`src/rtl/core/wst_pkg.sv`:
```
// Shared types and constants for the watchpoint slot table.
`timescale 1ns / 1ps
package wst_pkg;

  localparam int SLOTS = 8;
  localparam int IDX_W = (SLOTS > 1) ? $clog2(SLOTS) : 1;
  localparam int CNT_W = $clog2(SLOTS + 1);
  localparam int CFG_W = 4;
  localparam int CMP_W = (CNT_W > CFG_W) ? CNT_W : CFG_W;

  localparam int ADDR_W = 32;
  localparam int TYPE_W = 3;
  localparam int KIND_W = 3;
  localparam int SLOT_W = 3;
  localparam int ACT_W  = 2;

  localparam int IN_DATA_W  = 40;
  localparam int OUT_DATA_W = 40;

  localparam int APB_ADDR_W = 3;
  localparam int APB_DATA_W = 32;
  localparam logic REG_SLOTS_IN_USE = 1'b0;

  typedef enum logic [KIND_W-1:0] {
    KIND_SET    = 3'd0,
    KIND_REMOVE = 3'd1,
    KIND_QUERY  = 3'd2,
    KIND_ACT    = 3'd3,
    KIND_DEACT  = 3'd4,
    KIND_CLEAR  = 3'd5
  } kind_e;

  typedef enum logic [ACT_W-1:0] {
    ACT_NONE   = 2'd0,
    ACT_PROG   = 2'd1,
    ACT_UNPROG = 2'd2
  } action_e;

  typedef enum logic [1:0] {
    SS_UNDEF   = 2'd0,
    SS_REMOVED = 2'd1,
    SS_SET     = 2'd2,
    SS_ACTIVE  = 2'd3
  } slot_state_e;

  typedef struct packed {
    logic              en;
    logic [IDX_W-1:0]  idx;
    slot_state_e       state;
    logic              payload_en;
    logic [ADDR_W-1:0] addr;
    logic [TYPE_W-1:0] wtype;
  } wr_t;

  typedef struct packed {
    logic              status;
    logic              is_removed;
    action_e           action;
    logic [SLOT_W-1:0] slot;
    logic [ADDR_W-1:0] slot_addr;
    logic [TYPE_W-1:0] slot_type;
    logic              last;
  } res_t;

endpackage

```
`src/rtl/core/watchpoint_slot_table.sv`:
```
// Watchpoint slot table: one address comparator visits one slot per cycle over n slots,
// n = slots_in_use capped at 8, except that an activate, deactivate or clear walk holds
// while its result side stalls. A command is taken in idle and walks its n slots; its last
// result is then registered at the output (unknown kinds skip the walk). No new command is
// taken until that last result is registered. Reset is asynchronous and active low: every
// slot becomes undefined, slots_in_use becomes 0, and the block leaves reset ready for a command.
`timescale 1ns / 1ps
module watchpoint_slot_table (
  input  logic                           clk_i,
  input  logic                           rst_ni,
  input  logic                           s_axis_tvalid_i,
  output logic                           s_axis_tready_o,
  // addr[31:0], watch_type[34:32], zero fill
  input  logic [wst_pkg::IN_DATA_W-1:0]  s_axis_tdata_i,
  // kind[2:0]
  input  logic [wst_pkg::KIND_W-1:0]     s_axis_tuser_i,
  output logic                           m_axis_tvalid_o,
  input  logic                           m_axis_tready_i,
  // status[0], is_removed[1], slot[4:2], slot_addr[36:5], slot_type[39:37]
  output logic [wst_pkg::OUT_DATA_W-1:0] m_axis_tdata_o,
  // action[1:0]
  output logic [wst_pkg::ACT_W-1:0]      m_axis_tuser_o,
  output logic                           m_axis_tlast_o,
  input  logic                           psel,
  input  logic                           penable,
  input  logic                           pwrite,
  input  logic [wst_pkg::APB_ADDR_W-1:0] paddr,
  input  logic [wst_pkg::APB_DATA_W-1:0] pwdata,
  output logic [wst_pkg::APB_DATA_W-1:0] prdata,
  output logic                           pready
);

  logic [wst_pkg::CFG_W-1:0]  slots_in_use_q;
  logic [wst_pkg::IDX_W-1:0]  rd_idx;
  wst_pkg::slot_state_e       rd_state;
  logic [wst_pkg::ADDR_W-1:0] rd_addr;
  logic [wst_pkg::TYPE_W-1:0] rd_type;
  wst_pkg::wr_t               wr;
  wst_pkg::res_t              res;
  logic                       reg_sel;

  assign pready  = 1'b1;
  assign reg_sel = (paddr[2] == wst_pkg::REG_SLOTS_IN_USE);

  always_ff @(posedge clk_i or negedge rst_ni) begin
    if (!rst_ni) begin
      slots_in_use_q <= '0;
    end else if (psel && penable && pwrite && pready && reg_sel) begin
      slots_in_use_q <= pwdata[wst_pkg::CFG_W-1:0];
    end
  end

  assign prdata = reg_sel ? wst_pkg::APB_DATA_W'(slots_in_use_q) : '0;

  wst_slot_store u_store (
    .clk_i      (clk_i),
    .rst_ni     (rst_ni),
    .rd_idx_i   (rd_idx),
    .rd_state_o (rd_state),
    .rd_addr_o  (rd_addr),
    .rd_type_o  (rd_type),
    .wr_i       (wr)
  );

  wst_seq u_seq (
    .clk_i          (clk_i),
    .rst_ni         (rst_ni),
    .slots_in_use_i (slots_in_use_q),
    .in_valid_i     (s_axis_tvalid_i),
    .in_ready_o     (s_axis_tready_o),
    .in_kind_i      (s_axis_tuser_i),
    .in_addr_i      (s_axis_tdata_i[31:0]),
    .in_type_i      (s_axis_tdata_i[34:32]),
    .rd_idx_o       (rd_idx),
    .rd_state_i     (rd_state),
    .rd_addr_i      (rd_addr),
    .rd_type_i      (rd_type),
    .wr_o           (wr),
    .out_valid_o    (m_axis_tvalid_o),
    .out_ready_i    (m_axis_tready_i),
    .out_res_o      (res)
  );

  assign m_axis_tdata_o = {res.slot_type, res.slot_addr, res.slot, res.is_removed, res.status};
  assign m_axis_tuser_o = res.action;
  assign m_axis_tlast_o = res.last;

endmodule

```
`src/rtl/core/wst_slot_store.sv`:
```
// Slot state, address and type registers with one read and one write port.
`timescale 1ns / 1ps
module wst_slot_store (
  input  logic                       clk_i,
  input  logic                       rst_ni,
  input  logic [wst_pkg::IDX_W-1:0]  rd_idx_i,
  output wst_pkg::slot_state_e       rd_state_o,
  output logic [wst_pkg::ADDR_W-1:0] rd_addr_o,
  output logic [wst_pkg::TYPE_W-1:0] rd_type_o,
  input  wst_pkg::wr_t               wr_i
);

  wst_pkg::slot_state_e       state_q [wst_pkg::SLOTS];
  logic [wst_pkg::ADDR_W-1:0] addr_q  [wst_pkg::SLOTS];
  logic [wst_pkg::TYPE_W-1:0] type_q  [wst_pkg::SLOTS];

  always_ff @(posedge clk_i or negedge rst_ni) begin
    if (!rst_ni) begin
      for (int i = 0; i < wst_pkg::SLOTS; i++) begin
        state_q[i] <= wst_pkg::SS_UNDEF;
      end
    end else if (wr_i.en) begin
      state_q[wr_i.idx] <= wr_i.state;
    end
  end

  always_ff @(posedge clk_i) begin
    if (wr_i.payload_en) begin
      addr_q[wr_i.idx] <= wr_i.addr;
      type_q[wr_i.idx] <= wr_i.wtype;
    end
  end

  assign rd_state_o = state_q[rd_idx_i];
  assign rd_addr_o  = addr_q[rd_idx_i];
  assign rd_type_o  = type_q[rd_idx_i];

endmodule

```
`src/rtl/core/wst_seq.sv`:
```
// Command sequencer: walks slots one per cycle unless stalled; shared comparator.
`timescale 1ns / 1ps
module wst_seq (
  input  logic                       clk_i,
  input  logic                       rst_ni,
  input  logic [wst_pkg::CFG_W-1:0]  slots_in_use_i,
  input  logic                       in_valid_i,
  output logic                       in_ready_o,
  input  logic [wst_pkg::KIND_W-1:0] in_kind_i,
  input  logic [wst_pkg::ADDR_W-1:0] in_addr_i,
  input  logic [wst_pkg::TYPE_W-1:0] in_type_i,
  output logic [wst_pkg::IDX_W-1:0]  rd_idx_o,
  input  wst_pkg::slot_state_e       rd_state_i,
  input  logic [wst_pkg::ADDR_W-1:0] rd_addr_i,
  input  logic [wst_pkg::TYPE_W-1:0] rd_type_i,
  output wst_pkg::wr_t               wr_o,
  output logic                       out_valid_o,
  input  logic                       out_ready_i,
  output wst_pkg::res_t              out_res_o
);

  typedef enum logic [1:0] {
    S_IDLE,
    S_SCAN,
    S_FINISH
  } seq_state_e;

  seq_state_e                 state_q, state_d;
  wst_pkg::kind_e             kind_q, kind_d;
  logic [wst_pkg::ADDR_W-1:0] addr_q, addr_d;
  logic [wst_pkg::TYPE_W-1:0] wtype_q, wtype_d;
  logic [wst_pkg::CNT_W-1:0]  cnt_q, cnt_d;
  logic [wst_pkg::CNT_W-1:0]  n_q, n_d;
  logic                       found_q, found_d;
  logic                       rem_valid_q, rem_valid_d;
  logic [wst_pkg::IDX_W-1:0]  rem_idx_q, rem_idx_d;
  logic                       undef_valid_q, undef_valid_d;
  logic [wst_pkg::IDX_W-1:0]  undef_idx_q, undef_idx_d;
  logic                       pend_valid_q, pend_valid_d;
  wst_pkg::res_t              pend_q, pend_d;
  logic                       out_valid_q, out_valid_d;
  wst_pkg::res_t              res_q, res_d;

  logic [wst_pkg::CNT_W-1:0]  n_live;
  logic [wst_pkg::IDX_W-1:0]  idx;
  logic                       addr_eq;
  logic                       out_free;
  logic                       push;
  wst_pkg::res_t              push_res;
  logic                       walk_emit;
  logic                       walk_wen;
  wst_pkg::slot_state_e       walk_state;
  wst_pkg::action_e           walk_act;
  logic                       pick_ok;

  assign n_live = (wst_pkg::CMP_W'(slots_in_use_i) > wst_pkg::CMP_W'(wst_pkg::SLOTS)) ?
                  wst_pkg::CNT_W'(wst_pkg::SLOTS) : wst_pkg::CNT_W'(slots_in_use_i);
  assign idx      = cnt_q[wst_pkg::IDX_W-1:0];
  assign addr_eq  = (rd_addr_i == addr_q);
  assign out_free = !out_valid_q || out_ready_i;
  assign pick_ok  = !found_q && (rem_valid_q || undef_valid_q);

  always_comb begin
    state_d       = state_q;
    kind_d        = kind_q;
    addr_d        = addr_q;
    wtype_d       = wtype_q;
    cnt_d         = cnt_q;
    n_d           = n_q;
    found_d       = found_q;
    rem_valid_d   = rem_valid_q;
    rem_idx_d     = rem_idx_q;
    undef_valid_d = undef_valid_q;
    undef_idx_d   = undef_idx_q;
    pend_valid_d  = pend_valid_q;
    pend_d        = pend_q;
    wr_o          = '0;
    push          = 1'b0;
    push_res      = '0;
    walk_emit     = 1'b0;
    walk_wen      = 1'b0;
    walk_state    = wst_pkg::SS_UNDEF;
    walk_act      = wst_pkg::ACT_NONE;

    unique case (state_q)
      S_IDLE: begin
        if (in_valid_i) begin
          kind_d        = wst_pkg::kind_e'(in_kind_i);
          addr_d        = in_addr_i;
          wtype_d       = in_type_i;
          cnt_d         = '0;
          n_d           = n_live;
          found_d       = 1'b0;
          rem_valid_d   = 1'b0;
          undef_valid_d = 1'b0;
          pend_valid_d  = 1'b0;
          state_d = (in_kind_i <= wst_pkg::KIND_CLEAR) ? S_SCAN : S_FINISH;
        end
      end
      S_SCAN: begin
        if (cnt_q == n_q) begin
          state_d = S_FINISH;
        end else begin
          case (kind_q)
            wst_pkg::KIND_SET: begin
              if (rd_state_i == wst_pkg::SS_SET && addr_eq) found_d = 1'b1;
              if (rd_state_i == wst_pkg::SS_REMOVED && !rem_valid_q) begin
                rem_valid_d = 1'b1;
                rem_idx_d   = idx;
              end
              if (rd_state_i == wst_pkg::SS_UNDEF && !undef_valid_q) begin
                undef_valid_d = 1'b1;
                undef_idx_d   = idx;
              end
              cnt_d = cnt_q + 1'b1;
            end
            wst_pkg::KIND_REMOVE: begin
              if (!found_q && rd_state_i == wst_pkg::SS_SET && addr_eq) begin
                found_d   = 1'b1;
                wr_o.en    = 1'b1;
                wr_o.idx   = idx;
                wr_o.state = wst_pkg::SS_REMOVED;
              end
              cnt_d = cnt_q + 1'b1;
            end
            wst_pkg::KIND_QUERY: begin
              if (rd_state_i == wst_pkg::SS_REMOVED && addr_eq) found_d = 1'b1;
              cnt_d = cnt_q + 1'b1;
            end
            default: begin
              case (kind_q)
                wst_pkg::KIND_ACT: begin
                  walk_emit  = (rd_state_i == wst_pkg::SS_SET);
                  walk_wen   = walk_emit;
                  walk_state = wst_pkg::SS_ACTIVE;
                  walk_act   = wst_pkg::ACT_PROG;
                end
                wst_pkg::KIND_DEACT: begin
                  walk_emit  = (rd_state_i == wst_pkg::SS_ACTIVE);
                  walk_wen   = walk_emit;
                  walk_state = wst_pkg::SS_SET;
                  walk_act   = wst_pkg::ACT_UNPROG;
                end
                default: begin
                  walk_emit  = (rd_state_i == wst_pkg::SS_ACTIVE);
                  walk_wen   = 1'b1;
                  walk_state = wst_pkg::SS_UNDEF;
                  walk_act   = wst_pkg::ACT_UNPROG;
                end
              endcase
              if (!(walk_emit && pend_valid_q && !out_free)) begin
                if (walk_emit) begin
                  if (pend_valid_q) begin
                    push     = 1'b1;
                    push_res = pend_q;
                  end
                  pend_valid_d     = 1'b1;
                  pend_d           = '0;
                  pend_d.action    = walk_act;
                  pend_d.slot      = wst_pkg::SLOT_W'(idx);
                  pend_d.slot_addr = rd_addr_i;
                  pend_d.slot_type = rd_type_i;
                end
                wr_o.en    = walk_wen;
                wr_o.idx   = idx;
                wr_o.state = walk_state;
                cnt_d      = cnt_q + 1'b1;
              end
            end
          endcase
        end
      end
      S_FINISH: begin
        if (out_free) begin
          push          = 1'b1;
          push_res.last = 1'b1;
          state_d       = S_IDLE;
          case (kind_q) inside
            wst_pkg::KIND_SET: begin
              push_res.status = !found_q && !rem_valid_q && !undef_valid_q;
              wr_o.en         = pick_ok;
              wr_o.payload_en = pick_ok;
              wr_o.idx        = rem_valid_q ? rem_idx_q : undef_idx_q;
              wr_o.state      = wst_pkg::SS_SET;
              wr_o.addr       = addr_q;
              wr_o.wtype      = wtype_q;
            end
            wst_pkg::KIND_REMOVE: push_res.status = !found_q;
            wst_pkg::KIND_QUERY:  push_res.is_removed = found_q;
            wst_pkg::KIND_ACT, wst_pkg::KIND_DEACT, wst_pkg::KIND_CLEAR: begin
              if (pend_valid_q) begin
                push_res      = pend_q;
                push_res.last = 1'b1;
              end
            end
            default: push_res.status = 1'b1;
          endcase
        end
      end
      default: state_d = S_IDLE;
    endcase

    if (push) begin
      out_valid_d = 1'b1;
      res_d       = push_res;
    end else begin
      out_valid_d = out_valid_q && !out_ready_i;
      res_d       = res_q;
    end
  end

  always_ff @(posedge clk_i or negedge rst_ni) begin
    if (!rst_ni) begin
      state_q       <= S_IDLE;
      kind_q        <= wst_pkg::KIND_SET;
      addr_q        <= '0;
      wtype_q       <= '0;
      cnt_q         <= '0;
      n_q           <= '0;
      found_q       <= 1'b0;
      rem_valid_q   <= 1'b0;
      rem_idx_q     <= '0;
      undef_valid_q <= 1'b0;
      undef_idx_q   <= '0;
      pend_valid_q  <= 1'b0;
      pend_q        <= '0;
      out_valid_q   <= 1'b0;
      res_q         <= '0;
    end else begin
      state_q       <= state_d;
      kind_q        <= kind_d;
      addr_q        <= addr_d;
      wtype_q       <= wtype_d;
      cnt_q         <= cnt_d;
      n_q           <= n_d;
      found_q       <= found_d;
      rem_valid_q   <= rem_valid_d;
      rem_idx_q     <= rem_idx_d;
      undef_valid_q <= undef_valid_d;
      undef_idx_q   <= undef_idx_d;
      pend_valid_q  <= pend_valid_d;
      pend_q        <= pend_d;
      out_valid_q   <= out_valid_d;
      res_q         <= res_d;
    end
  end

  assign in_ready_o  = (state_q == S_IDLE);
  assign rd_idx_o    = idx;
  assign out_valid_o = out_valid_q;
  assign out_res_o   = res_q;

endmodule

```
`config.mk`:
```
export PLATFORM = sky130hd
export DESIGN_NAME = watchpoint_slot_table
export DESIGN_NICKNAME = d
export VERILOG_FILES = /design/src/rtl/core/wst_pkg.sv /design/src/rtl/core/watchpoint_slot_table.sv /design/src/rtl/core/wst_slot_store.sv /design/src/rtl/core/wst_seq.sv
export SDC_FILE = /design/constraint.sdc
export NUM_CORES = 1
export LEC_CHECK = 0
export ABC_AREA = 0
export BUFFER_PORTS_ARGS = -buffer_cell sky130_fd_sc_hd__buf_4
export CORE_AREA = 2 2 267 269
export DETAILED_ROUTE_END_ITERATION = 12
export DIE_AREA = 0 0 269 271
export GPL_TIMING_DRIVEN = 1
export PLACE_DENSITY = 0.4
export SLEW_MARGIN = 0
export SYNTH_ARGS = -nofsm -noshare
export SYNTH_HDL_FRONTEND = slang
export SYNTH_SLANG_ARGS = --single-unit
export TNS_END_PERCENT = 100
```
`constraint.sdc`:
```
create_clock -name clk_i -period 11.56 [get_ports clk_i]
set_clock_uncertainty 0.2 [all_clocks]
set_input_delay 1.156 -clock clk_i [delete_from_list [all_inputs] [get_ports clk_i]]
set_output_delay 1.156 -clock clk_i [all_outputs]
set_load 0.02 [all_outputs]
```
Word level (Yosys, flattened, before mapping)
Memory sizes are Yosys's and may differ from the RTL's. A register that Yosys moved wholly into a read port is not among the register bits.
Index checks and enable logic that the tools add are counted.

storage, ports and cells
  word-level logic and storage cells = 199
  memories = 2
  register bits = 159
  RAM bits = 280
  output and inout port bits = 78
  bits of input ports = 85

operators by class
  multiplexer cells = 84
  add/subtract/negate cells = 1
  reductions and logical operators = 42
  equality and inequality tests = 27
  $lt $le $gt $ge = 5
  bitwise operators = 6

memories
  name            words  width  rd ports  clocked after Yosys merged registers in  wr ports  line                  source
  u_store.addr_q  8      32     1         0                                        1         wst_slot_store.sv:14  logic [wst_pkg::ADDR_W-1:0] addr_q [wst_pkg::SLOTS];
  u_store.type_q  8      3      1         1                                        1         wst_slot_store.sv:15  logic [wst_pkg::TYPE_W-1:0] type_q [wst_pkg::SLOTS];

operators with widths
  operator              number
  $mux W41              6
  $mux W43              5
  $pmux W43 S2          1
  $mux W42              2
  $mux W1               36
  $mux W36              1
  $eq A32 B32 Y1        1
  $mux W4               6
  $pmux W6 S2           2
  $mux W6               3
  $bwmux W16            1
  $logic_and A1 B1 Y1   16
  $mux W2               8
  $reduce_and A5 Y1     3
  $pmux W1 S2           6
  $reduce_and A4 Y1     3
  $ne A2 B1 Y1 const B  5
  $ne A2 B2 Y1 const B  5
  $ne A3 B2 Y1 const B  3
  $ge A4 B4 Y1 const B  2
  $not A3 Y4            2
  $pmux W4 S2           1
  $logic_not A1 Y1      7
  $reduce_and A7 Y1     1
  other kinds (28)      39

Logic depth before layout (Yosys ltp)
Gate-level depths: netlist of the first run.

  word-level depth = 21
  gate-level depth with buffers = 17
  depth with buffers taken out = 10

Hierarchy
A second synthesis of the first run with hierarchy kept.

unflattened totals
  cell total of the unflattened synthesis = 1,029
  area, all modules = 18,393.9 um^2

modules (own cells, without submodules)
  module                 cells an instance  area an instance (um^2)  instances  sequential area each (um^2)
  wst_slot_store         467                11,350.9                 1          8,808.4
  wst_seq                518                6,613.8                  1          3,553.4
  watchpoint_slot_table  44                 429.2                    1          100.1

Worst setup path after synthesis of the first run
OpenSTA, ideal clock, no wires.

  kind = reg2reg
  from = register u_seq.cnt_q[0] (netlist bit)
  to = memory u_store.addr_q[0][0] (netlist bit), enable pin
  arrival time = 8,283 ps
  setup time = 617 ps
  path buffers = 3
  cell stages (with the launch flop) = 13
  path slack = 2,460 ps
  path through = dfrtp_1 buf_6 buf_6 mux4_2 mux2i_1 a21oi_1 o21ai_1 nor4_1 a31o_1 buf_6 a221o_1 nand3b_1 a2111oi_0

on the way
  cells in the longest elaborated chain, start to end = 15

ends and longest elaborated chain
  element                                     line                  source
  start: declaration                          wst_seq.sv:32         logic [wst_pkg::CNT_W-1:0] cnt_q, cnt_d;
  start signal: assignment                    wst_seq.sv:234        cnt_q <= cnt_d;
  $not A3 Y4 (implied by the code)            wst_slot_store.sv:34  assign rd_state_o = state_q[rd_idx_i];
  $bmux W2 S3                                 wst_slot_store.sv:34
  $mux W2 (implied by the code) (2 in a row)  wst_slot_store.sv:34
  $eq A2 B2 Y1 (on tied branches)             n/a
  $mux W1                                     n/a
  $mux W1                                     wst_seq.sv:104        case (kind_q)
  $mux W1                                     wst_seq.sv:101        if (cnt_q == n_q) begin
  $mux W1                                     wst_seq.sv:85         unique case (state_q)
  $logic_and A1 B1 Y1 (2 in a row)            wst_seq.sv:151        if (!(walk_emit && pend_valid_q && !out_free)) begin
  $mux W6                                     wst_seq.sv:151
  $pmux W6 S2                                 wst_seq.sv:104
  $mux W6 (*)                                 wst_seq.sv:101
  $pmux W6 S2 (*)                             wst_seq.sv:85
  end: declaration                            wst_slot_store.sv:14

Mark *: on every way between the ends. The rest lies on a longest branch, timed or not. The select of a mux whose other input is x is not followed.

Final worst setup path of the first run
  from = register u_seq.cnt_q[0] (netlist bit)
  to = memory u_store.addr_q[1][2] (netlist bit), enable pin

Same word-level chain as after synthesis.

==> results of run 1 <==
-- per-stage QoR --
step                        util  setup WS (ps)  total power, mW  area [µm²]
after floorplan                -           2460            2.729       18220
after global placement    0.2850           4873            3.068       19890
after detailed placement  0.2850           4858            3.073       19890
after CTS                 0.3113           4829            4.832       21720
after global routing      0.3113           4509            4.994       21720
final                     0.3113           4919            4.745       21720
-- cells by family (layout without fill, tap and decap cells) --
kind of cell,after synthesis,count (layout),share of synthesized area
adder cells (fa/ha/maj),4,4,0.002762
other,2,29,0.0004145
XOR/XNOR,36,36,0.01740
AO/OA/AOI/OAI,151,151,0.05794
AND/OR/NAND/NOR,218,218,0.06007
flip-flops,442,442,0.6878
buffers and inverters,95,225,0.03025
multiplexers,183,183,0.1434
-- routing by layer --
| metal | up-vias | track usage | routed length (µm) |
|---|---|---|---|
| met5 | - | 0 | 0 |
| met4 | 0 | 0.03450 | 844 |
| met3 | 62 | 0.02139 | 1923 |
| met2 | 204 | 0.1995 | 21080 |
| met1 | 5089 | 0.1893 | 22870 |
| li1 | 4478 | - | - |
-- critical path, stage by stage (launching register included) --
cell and delay (ps):
dfrtp_4 750, buf_4 830, mux2_2 420, o22ai_1 230
o21ai_0 160, a2111oi_2 570, nand4_1 220, nor4_2 630
a31o_1 430, a21oi_1 200, nand2b_1 360, nor2_4 580
buf_4 500
-- sequential cells by signal, summed over array words and instances (netlist names) --
signal               flops
u_store.addr_q         256
u_seq.out_res_o         43
u_seq.pend_q            40
u_seq.addr_q            32
u_store.type_q          24
u_store.state_q         16
slots_in_use_q           4
u_seq.cnt_q              4
u_seq.n_q                4
u_seq.kind_q             3
u_seq.rem_idx_q          3
u_seq.undef_idx_q        3
u_seq.wtype_q            3
u_seq.state_q            2
u_seq.found_q            1
u_seq.out_valid_o        1
u_seq.pend_valid_q       1
u_seq.rem_valid_q        1
u_seq.undef_valid_q      1
-- layout make-up --
class	instances	area, µm²
fillers	6901	48060
flip-flops and latches	442	12470
multi-input cells	621	5281
clock buffers	67	1470
well taps	940	1176
repair buffers	124	934.6
clock inverters	26	361.6
inverters	8	30.03
-- power groups by stage --
stage / clock [mW] / combinational [mW] / sequential, mW
after global placement: 0 / 1.03 / 2.04
after global routing: 1.85 / 1.12 / 2.03
final: 1.74 / 1.00 / 2.01
after CTS: 1.78 / 1.04 / 2.01
after floorplan: 0 / 0.787 / 1.94
after detailed placement: 0 / 1.03 / 2.04
-- synth_stat cells, types with 5 or more instances --
master and count:
a22oi_1 15, mux2_2 60, a22o_1 40, mux4_2 52
inv_1 7, xor2_1 17, o21ai_0 43, dfrtp_1 162
o22ai_1 6, nand2b_1 9, nand3_1 12, a21oi_1 13
nand4_1 5, buf_2 6, nor2_1 33, clkbuf_1 38
mux2_1 15, and2_1 38, nor4_1 6, buf_4 33
nor2b_1 9, nand2_1 84, mux2i_1 53, xnor2_1 19
a31oi_1 6, edfxtp_1 280, buf_6 8
-- worst min-delay path by stage --
| stage | start | to | slack, ps | cells past startpoint |
|---|---|---|---|---|
| CTS | rst_ni | u_seq.pend_q[9]$_DFFE_PN0P_ | 230 | 1 |
| detailed placement | u_seq.undef_idx_q[2]$_DFFE_PN0P_ | u_seq.undef_idx_q[2]$_DFFE_PN0P_ | 270 | 2 |
| floorplan | u_seq.rem_idx_q[1]$_DFFE_PN0P_ | u_seq.rem_idx_q[1]$_DFFE_PN0P_ | 240 | 2 |
| global placement | u_seq.undef_idx_q[2]$_DFFE_PN0P_ | u_seq.undef_idx_q[2]$_DFFE_PN0P_ | 260 | 2 |
| global route | rst_ni | u_seq.pend_q[1]$_DFFE_PN0P_ | 260 | 1 |
| finish | rst_ni | u_seq.pend_q[1]$_DFFE_PN0P_ | 250 | 1 |
==> flow_metrics.py, run 1 <==
metrics = {
    "clock_network": {
        "clock_latency_ps": 590,
        "cts.sinks": 442,
        "holdBufCountCts": 0,
        "cts_made_buffers": 50,
        "clk_path_buf_depth": 3,
        "htree_levels": 2,
        "cts.clk_slew.worst_paths_ps": 60,
        "cts_resized": 0,
        "cts-root-buf": "clkbuf_16",
        "cts_tree": "done",
        "postCtsSetupRepairBufs": 0,
    },
    "layout": {
        "final_common_cell": "edfxtp_1",
        "nNetsFinal": 1336,
        "layout_common_cells": "edfxtp_1 (280), dfrtp_1 (160), buf_4 (123), nand2_1 (83), mux2_2 (60)",
        "antennaDiodeCount": 0,
        "fin_cells": 2228,
        "drive_above_1_share": 0.2663,
        "area_growth_pct": 19.89,
    },
    "timing": {
        "setup_violations": 0,
        "period_needed_ps": 6641,
        "hold_viol_final": 0,
        "fin_tns_setup_ps": 0,
        "fin_hold_ws_ps": 250.0,
        "worstMarginPinSlew_ps": 1110,
        "fmax_mhz": 150.6,
        "drv_slew": 0,
        "min_period_over_period": 0.5745,
        "max_slew_margin": 0.2534,
        "rsz0062_at_grt": "no",
    },
    "route": {
        "firstDrtPassIters": 5,
        "detail_route.drc_violations": 0,
        "drtAntennaViolNets": 0,
        "drtIter0Drc": 607,
        "wire_per_inst_um": 20.96,
        "vias_per_cell": 4.413,
        "vias": 9833,
        "routed_wirelength_mm": 46.71,
    },
    "setup_path": {
        "r2r_start": "u_seq.cnt_q[0]$_DFFE_PN0P_",
        "r2r_cells": 12,
        "reg2reg_slack_ps": 4920,
        "crit_start": "u_seq.cnt_q[0]$_DFFE_PN0P_",
        "reg2reg_to": "u_store.addr_q[1][2]$_DFFE_PP_",
        "worstPathMaxFanout": 54,
        "critPathArrivalTime_ps": 6670,
        "required_ps": 11590,
        "cp-end-kind": "flip-flop",
        "cp-start-kind": "flip-flop",
        "crit_type": "reg -> reg",
        "endpoint": "u_store.addr_q[1][2]$_DFFE_PP_",
    },
    "yosys": {
        "async_flop_share": 0.3665,
        "synth_top_cell_by_area": "edfxtp_1",
        "yosysUniqueCellTypes": 61,
        "synth_area_um2": 18120,
        "ys_top_cells_by_area": "edfxtp_1 (46%), dfrtp_1 (22%), mux4_2 (6.5%), mux2_2 (3.7%), mux2i_1 (2.9%)",
        "seq_area_frac_synth": 0.6878,
        "syn_avg_cell_area_um2": 16.02,
        "yosys_warnings": 0,
        "synth_top_area_frac": 0.4640,
        "synth_edf_count": 280,
        "netlist_instances": 1131,
        "synth_seq_cells": 442,
        "synthFlopType": "edfxtp_1",
    },
    "min_path": {
        "hold_class": "in -> async",
    },
    "die": {
        "dieWidth_um": 269,
        "die-height_um": 271,
        "core_area_um2": 69790,
        "start_util": 0.2597,
        "rows": 97,
        "fp.dieArea_um2": 72900,
        "ioPinCount": 163,
    },
    "grt": {
        "antenna_found_initial": 0,
        "grt_max_degree": 67,
        "grt_pass1_vias": 10297,
        "overflow": 0,
        "grt_pass1_wl_mm": 69.58,
        "track_usage": 0.1300,
    },
    "pwr": {
        "peakVddDrop_v": 0.00008821,
        "p_int_mw": 3.352,
        "p_per_area_nw_per_um2": 218.4,
        "clock_power_share": 0.366,
        "seq_power_share": 0.423,
        "p_sw_mw": 1.393,
        "comb_power_share": 0.212,
        "leakage_nw": 8.180,
        "swShare": 0.2935,
    },
    "placement": {
        "dp_hpwl_mm": 28.22,
        "place.gp.congestion": 0.7284,
        "io_buffers": 98,
        "dpl.cell_count": 2135,
    },
    "run": {
        "max-cap-violations": 0,
    },
    "outcome": {
        "status": "complete, no violations",
    },
}
(Power assumes the default switching activity.)
==> run 2: changes to the inputs <==
--- a/config.mk
+++ b/config.mk
@@ -11,7 +11,7 @@
 export DETAILED_ROUTE_END_ITERATION = 12
 export DIE_AREA = 0 0 269 271
 export GPL_TIMING_DRIVEN = 1
-export PLACE_DENSITY = 0.4
+export PLACE_DENSITY = 0.42
 export SLEW_MARGIN = 0
 export SYNTH_ARGS = -nofsm -noshare
 export SYNTH_HDL_FRONTEND = slang
==> constraint.sdc (replaced) <==
create_clock -name clk_i -period 6 [get_ports clk_i]
set_clock_uncertainty 0.2 [all_clocks]
set_input_delay 0.6 -clock clk_i [delete_from_list [all_inputs] [get_ports clk_i]]
set_output_delay 0.6 -clock clk_i [all_outputs]
set_load 0.02 [all_outputs]
==> flow_metrics.py, run 2 (same netlist as run 1, synthesis figures left out) <==
metrics = {
    "layout": {
        "final_common_cell": "edfxtp_1",
        "drive_above_1_share": 0.2645,
        "nNetsFinal": 1360,
        "antennaDiodeCount": 0,
        "multi_input_area_um2": 5294,
        "post-route-util": 0.3136,
        "n_fill_cell": 6870,
        "fin_area_um2": 21880,
        "layout_common_cells": "edfxtp_1 (280), dfrtp_1 (160), buf_4 (127), nand2_1 (83), mux2_2 (60)",
        "regArea_um2": 12470,
        "fin_cells": 2252,
        "regMostFlops": "u_store.addr_q",
        "largest_reg_flops": 256,
        "area_growth_pct": 20.77,
    },
    "timing": {
        "fmax_mhz": 185.7,
        "period_needed_ps": 5385,
        "max_slew_margin": 0.3474,
        "min_period_over_period": 0.8974,
        "rsz0062_at_grt": "no",
        "drv_slew": 0,
        "setup_violations": 0,
        "fin_hold_ws_ps": 37.16,
        "hold_viol_final": 0,
        "fin_tns_setup_ps": 0,
        "worstMarginPinSlew_ps": 978.9,
    },
    "setup_path": {
        "reg2reg_to": "u_store.addr_q[0][4]$_DFFE_PP_",
        "crit_type": "reg -> reg",
        "crit_start": "u_seq.cnt_q[0]$_DFFE_PN0P_",
        "r2r_start": "u_seq.cnt_q[0]$_DFFE_PN0P_",
        "cp-start-kind": "flip-flop",
        "required_ps": 6060,
        "reg2reg_slack_ps": 620,
        "worstPathMaxFanout": 47,
        "cp-end-kind": "flip-flop",
        "r2r_cells": 13,
        "critPathArrivalTime_ps": 5440,
    },
    "outcome": {
        "status": "complete, no violations",
    },
    "min_path": {
        "holdPathStages": 2,
        "hold_end": "u_seq.addr_q[11]$_DFFE_PN0P_",
        "hold_class": "in -> reg",
        "hold_start": "s_axis_tdata_i[11]",
    },
    "placement": {
        "dp_hpwl_mm": 29.17,
        "placed_area_um2": 20150,
        "place.gp.congestion": 0.7557,
        "dpl.cell_count": 2150,
        "io_buffers": 98,
    },
    "grt": {
        "grt_pass1_vias": 10338,
        "overflow": 0,
        "antenna_found_initial": 0,
        "track_usage": 0.1286,
        "grt_pass1_wl_mm": 69.42,
        "grt_max_degree": 97,
    },
    "pwr": {
        "leakage_nw": 8.238,
        "p_per_area_nw_per_um2": 404.9,
        "peakVddDrop_v": 0.0001938,
    },
    "route": {
        "firstDrtPassIters": 4,
        "drtIter0Drc": 681,
        "routed_wirelength_mm": 46.22,
        "detail_route.drc_violations": 0,
        "vias_per_cell": 4.388,
        "drtAntennaViolNets": 0,
        "wire_per_inst_um": 20.52,
        "vias": 9881,
    },
    "die": {
        "rows": 97,
        "core_area_um2": 69790,
        "fp.dieArea_um2": 72900,
        "die-height_um": 271,
        "start_util": 0.2597,
        "ioPinCount": 163,
        "dieWidth_um": 269,
    },
    "clock_network": {
        "cts-root-buf": "clkbuf_16",
        "cts_made_buffers": 49,
        "cts_tree": "done",
        "clock_latency_ps": 590,
        "cts.clk_slew.worst_paths_ps": 60,
        "cts.sinks": 442,
        "htree_levels": 2,
        "postCtsSetupRepairBufs": 0,
        "cts_resized": 0,
        "clk_path_buf_depth": 3,
    },
    "run": {
        "max-cap-violations": 0,
    },
}
## run 2: layout make-up
class | count | share of cell area
clock buffers | 69 | 0.06369
clock inverters | 23 | 0.01086
inverters | 8 | 0.001372
repair buffers | 149 | 0.05872
multi-input cells | 621 | 0.2419
flip-flops and latches | 442 | 0.5697
well taps | 940 | 0.05375
## run 2: worst max-delay path by stage
stage          cells past startpoint                         endpoint  slack [ps]
4_1_cts                           12   u_store.addr_q[5][0]$_DFFE_PP_         480
2_1_floorplan                     13   u_store.addr_q[5][0]$_DFFE_PP_         110
6_report                          13   u_store.addr_q[0][4]$_DFFE_PP_         620
3_5_place_dp                      12   u_store.type_q[5][2]$_DFFE_PP_         520
5_1_grt                           12   u_store.type_q[5][1]$_DFFE_PP_         270
3_3_place_gp                      13  u_store.addr_q[0][12]$_DFFE_PP_         540
## run 2: through the flow
stage | setup WS (ps) | power [mW]
detailed placement | 519.7 | 5.941
finish | 615.5 | 8.861
global placement | 539.7 | 5.937
floorplan | 106.4 | 5.261
global route | 265.8 | 9.325
CTS | 477.7 | 9.014
## run 2: timing repair
item                                    CTS  global route
hold buffers                             10             0
endpoints found under the hold margin    75             0
endpoints found under the setup margin    0             0
## run 2: worst max-delay path, cell delays in order (launching register included)
cell,delay (ps)
dfrtp_4,1050
buf_4,570
mux4_2,560
o21ai_1,230
xor2_1,170
nand2_1,170
nor4_1,80
buf_4,150
a31o_1,180
buf_4,160
a221o_1,410
nand3b_1,240
a2111oi_4,480
buf_12,290
## run 2: power breakdown
| group | switching, mW | internal, mW | total, mW | leakage [nW] |
|---|---|---|---|---|
| clock | 1.23 | 1.80 | 3.02 | 0.796 |
| combinational | 1.06 | 0.874 | 1.93 | 2.90 |
| sequential | 0.371 | 3.54 | 3.91 | 4.54 |
| total | 2.65 | 6.21 | 8.86 | 8.24 |
## run 2: routing by layer
metal	vias to the layer above	GRT usage	part of all wire	routed length, µm
li1	4535	-	-	-
met1	5078	0.1890	0.49	22760
met3	56	0.02030	0.039	1801
met5	-	0	0	0
met2	212	0.1970	0.45	20860
met4	0	0.03260	0.017	799
==> run 3: changes to the inputs <==
--- a/config.mk
+++ b/config.mk
@@ -11,7 +11,7 @@
 export DETAILED_ROUTE_END_ITERATION = 12
 export DIE_AREA = 0 0 269 271
 export GPL_TIMING_DRIVEN = 1
-export PLACE_DENSITY = 0.42
+export PLACE_DENSITY = 0.4
 export SLEW_MARGIN = 0
 export SYNTH_ARGS = -nofsm -noshare
 export SYNTH_HDL_FRONTEND = slang
==> constraint.sdc (replaced) <==
create_clock -name clk_i -period 6.7 [get_ports clk_i]
set_clock_uncertainty 0.2 [all_clocks]
set_input_delay 0.67 -clock clk_i [delete_from_list [all_inputs] [get_ports clk_i]]
set_output_delay 0.67 -clock clk_i [all_outputs]
set_load 0.02 [all_outputs]
==> flow_metrics.py, run 3 (same netlist as run 1, synthesis figures left out) <==
metrics = {
    "layout": {
        "area_growth_pct": 19.30,
        "largest_reg_flops": 256,
        "n_fill_cell": 6907,
        "regMostFlops": "u_store.addr_q",
        "final_common_cell": "edfxtp_1",
        "nNetsFinal": 1348,
        "layout_common_cells": "edfxtp_1 (280), dfrtp_1 (160), buf_4 (125), nand2_1 (83), mux2_2 (60)",
        "fin_area_um2": 21620,
        "drive_above_1_share": 0.2610,
        "post-route-util": 0.3098,
    },
    "min_path": {
        "hold_class": "in -> reg",
    },
    "route": {
        "wire_per_inst_um": 21.08,
        "firstDrtPassIters": 4,
        "routed_wirelength_mm": 47.22,
        "drtAntennaViolNets": 0,
        "vias_per_cell": 4.413,
        "detail_route.drc_violations": 0,
        "vias": 9884,
        "drtIter0Drc": 538,
    },
    "clock_network": {
        "postCtsSetupRepairBufs": 0,
        "cts_made_buffers": 50,
        "cts.sinks": 442,
        "cts_tree": "done",
        "cts.clk_slew.worst_paths_ps": 60,
        "clk_path_buf_depth": 3,
        "cts-root-buf": "clkbuf_16",
        "clock_latency_ps": 600,
        "htree_levels": 2,
    },
    "placement": {
        "place_ws_ps": 783.7,
        "dp_hpwl_mm": 28.91,
        "io_buffers": 98,
        "place.gp.congestion": 0.7536,
        "placed_area_um2": 20100,
    },
    "pwr": {
        "p_per_area_nw_per_um2": 359.8,
        "peakVddDrop_v": 0.0001785,
        "leakage_nw": 8.115,
    },
    "setup_path": {
        "critPathArrivalTime_ps": 5890,
        "crit_path_frequent_cell": "buf_4",
        "critPathMaxStageDelay_ps": 970,
        "cp_slowest_cell": "dfrtp_4",
        "worstPathMaxFanout": 38,
        "worstPathCellList": "buf_12 > mux2_2 > o22ai_1 > o21ai_0 > a2111oi_2 > nand4_1 > nor4_2 > a31o_1 > buf_4 > a21oi_1 > nand2b_1 > nor2_4 > buf_4",
        "crit_type": "reg -> reg",
        "cp-start-kind": "flip-flop",
        "required_ps": 6780,
        "cp-end-kind": "flip-flop",
    },
    "grt": {
        "grt_pass1_vias": 10334,
        "antenna_found_initial": 0,
        "grt_max_degree": 64,
        "grt_pass1_wl_mm": 70.50,
        "track_usage": 0.1314,
        "overflow": 0,
    },
    "run": {
        "max-cap-violations": 0,
    },
    "timing": {
        "worst_slack_ps": 893.5,
        "min_period_over_period": 0.8666,
        "worstMarginPinSlew_ps": 1028,
        "fin_tns_setup_ps": 0,
        "hold_viol_final": 0,
        "setup_violations": 0,
        "drv_slew": 0,
        "max_slew_margin": 0.3144,
        "rsz0062_at_grt": "no",
        "fmax_mhz": 172.2,
        "period_needed_ps": 5807,
    },
    "die": {
        "dieWidth_um": 269,
        "ioPinCount": 163,
        "rows": 97,
        "core_area_um2": 69790,
        "fp.dieArea_um2": 72900,
        "start_util": 0.2597,
        "die-height_um": 271,
    },
    "outcome": {
        "status": "complete, no violations",
    },
}
-- run 3: cell type report --
| class | instances | area (µm²) | share of cell area |
|---|---|---|---|
| sequential | 442 | 12470 | 0.5767 |
| multi-input combinational | 621 | 5294 | 0.2449 |
| clock buffer | 70 | 1376 | 0.06367 |
| tap | 940 | 1176 | 0.05441 |
| timing repair buffer | 136 | 1140 | 0.05273 |
| clock inverter | 22 | 131.4 | 0.006077 |
| inverter | 8 | 30.03 | 0.001389 |
| antenna | 1 | 2.502 | 0.0001158 |
-- run 3: path summary, 6_finish.rpt --
path	slack (ps)	endpoint	cells after the start	from
max	890	u_store.type_q[7][0]$_DFFE_PP_	13	u_seq.cnt_q[0]$_DFFE_PN0P_
min	100	u_seq.addr_q[17]$_DFFE_PN0P_	2	s_axis_tdata_i[17]
max reg2reg	890	u_store.type_q[7][0]$_DFFE_PP_	13	u_seq.cnt_q[0]$_DFFE_PN0P_
min reg2reg	280	u_seq.pend_q[36]$_DFFE_PN0P_	2	u_seq.pend_q[36]$_DFFE_PN0P_
max in group asynchronous	4560	u_seq.cnt_q[0]$_DFFE_PN0P_	3	rst_ni
min in group asynchronous	390	u_seq.out_res_o[3]$_DFFE_PN0P_	2	rst_ni
-- run 3: report_power, final --
group          switching [mW]  internal (mW)  leakage, nW
Combinational           0.956          0.798         2.83
Sequential              0.318           3.17         4.54
Clock                    1.10           1.43        0.740
-- run 3: stage by stage --
stage	instances	power, mW	hold WS, ps
floorplan	1158	4.711	174.4
global placement	2146	5.338	264.2
detailed placement	2146	5.340	265.2
CTS	2239	7.933	62.17
global route	2239	8.194	67.76
finish	2240	7.778	99.29
-- run 3: what timing repair did --
item | in CTS | in global routing
endpoints found under the setup margin | 0 | 0
hold buffers | 1 | 0
hold endpoints to repair | 48 | 0
gates resized for setup | 0 | 0
-- run 3: metal layers --
metal / share of wire / track usage
met3: 0.036 / 0.01957
met2: 0.45 / 0.2019
met4: 0.019 / 0.03670
met1: 0.49 / 0.1919
met5: 0 / 0
-- run 3: critical path, delay by kind of cell (launching register included) --
| family | cells | cell delay [ps] |
|---|---|---|
| and+or+nand+nor | 4 | 1690 |
| DFF | 1 | 970 |
| buffers and inverters | 3 | 760 |
| AOI/OAI and AO/OA | 5 | 1460 |
| muxes | 1 | 370 |
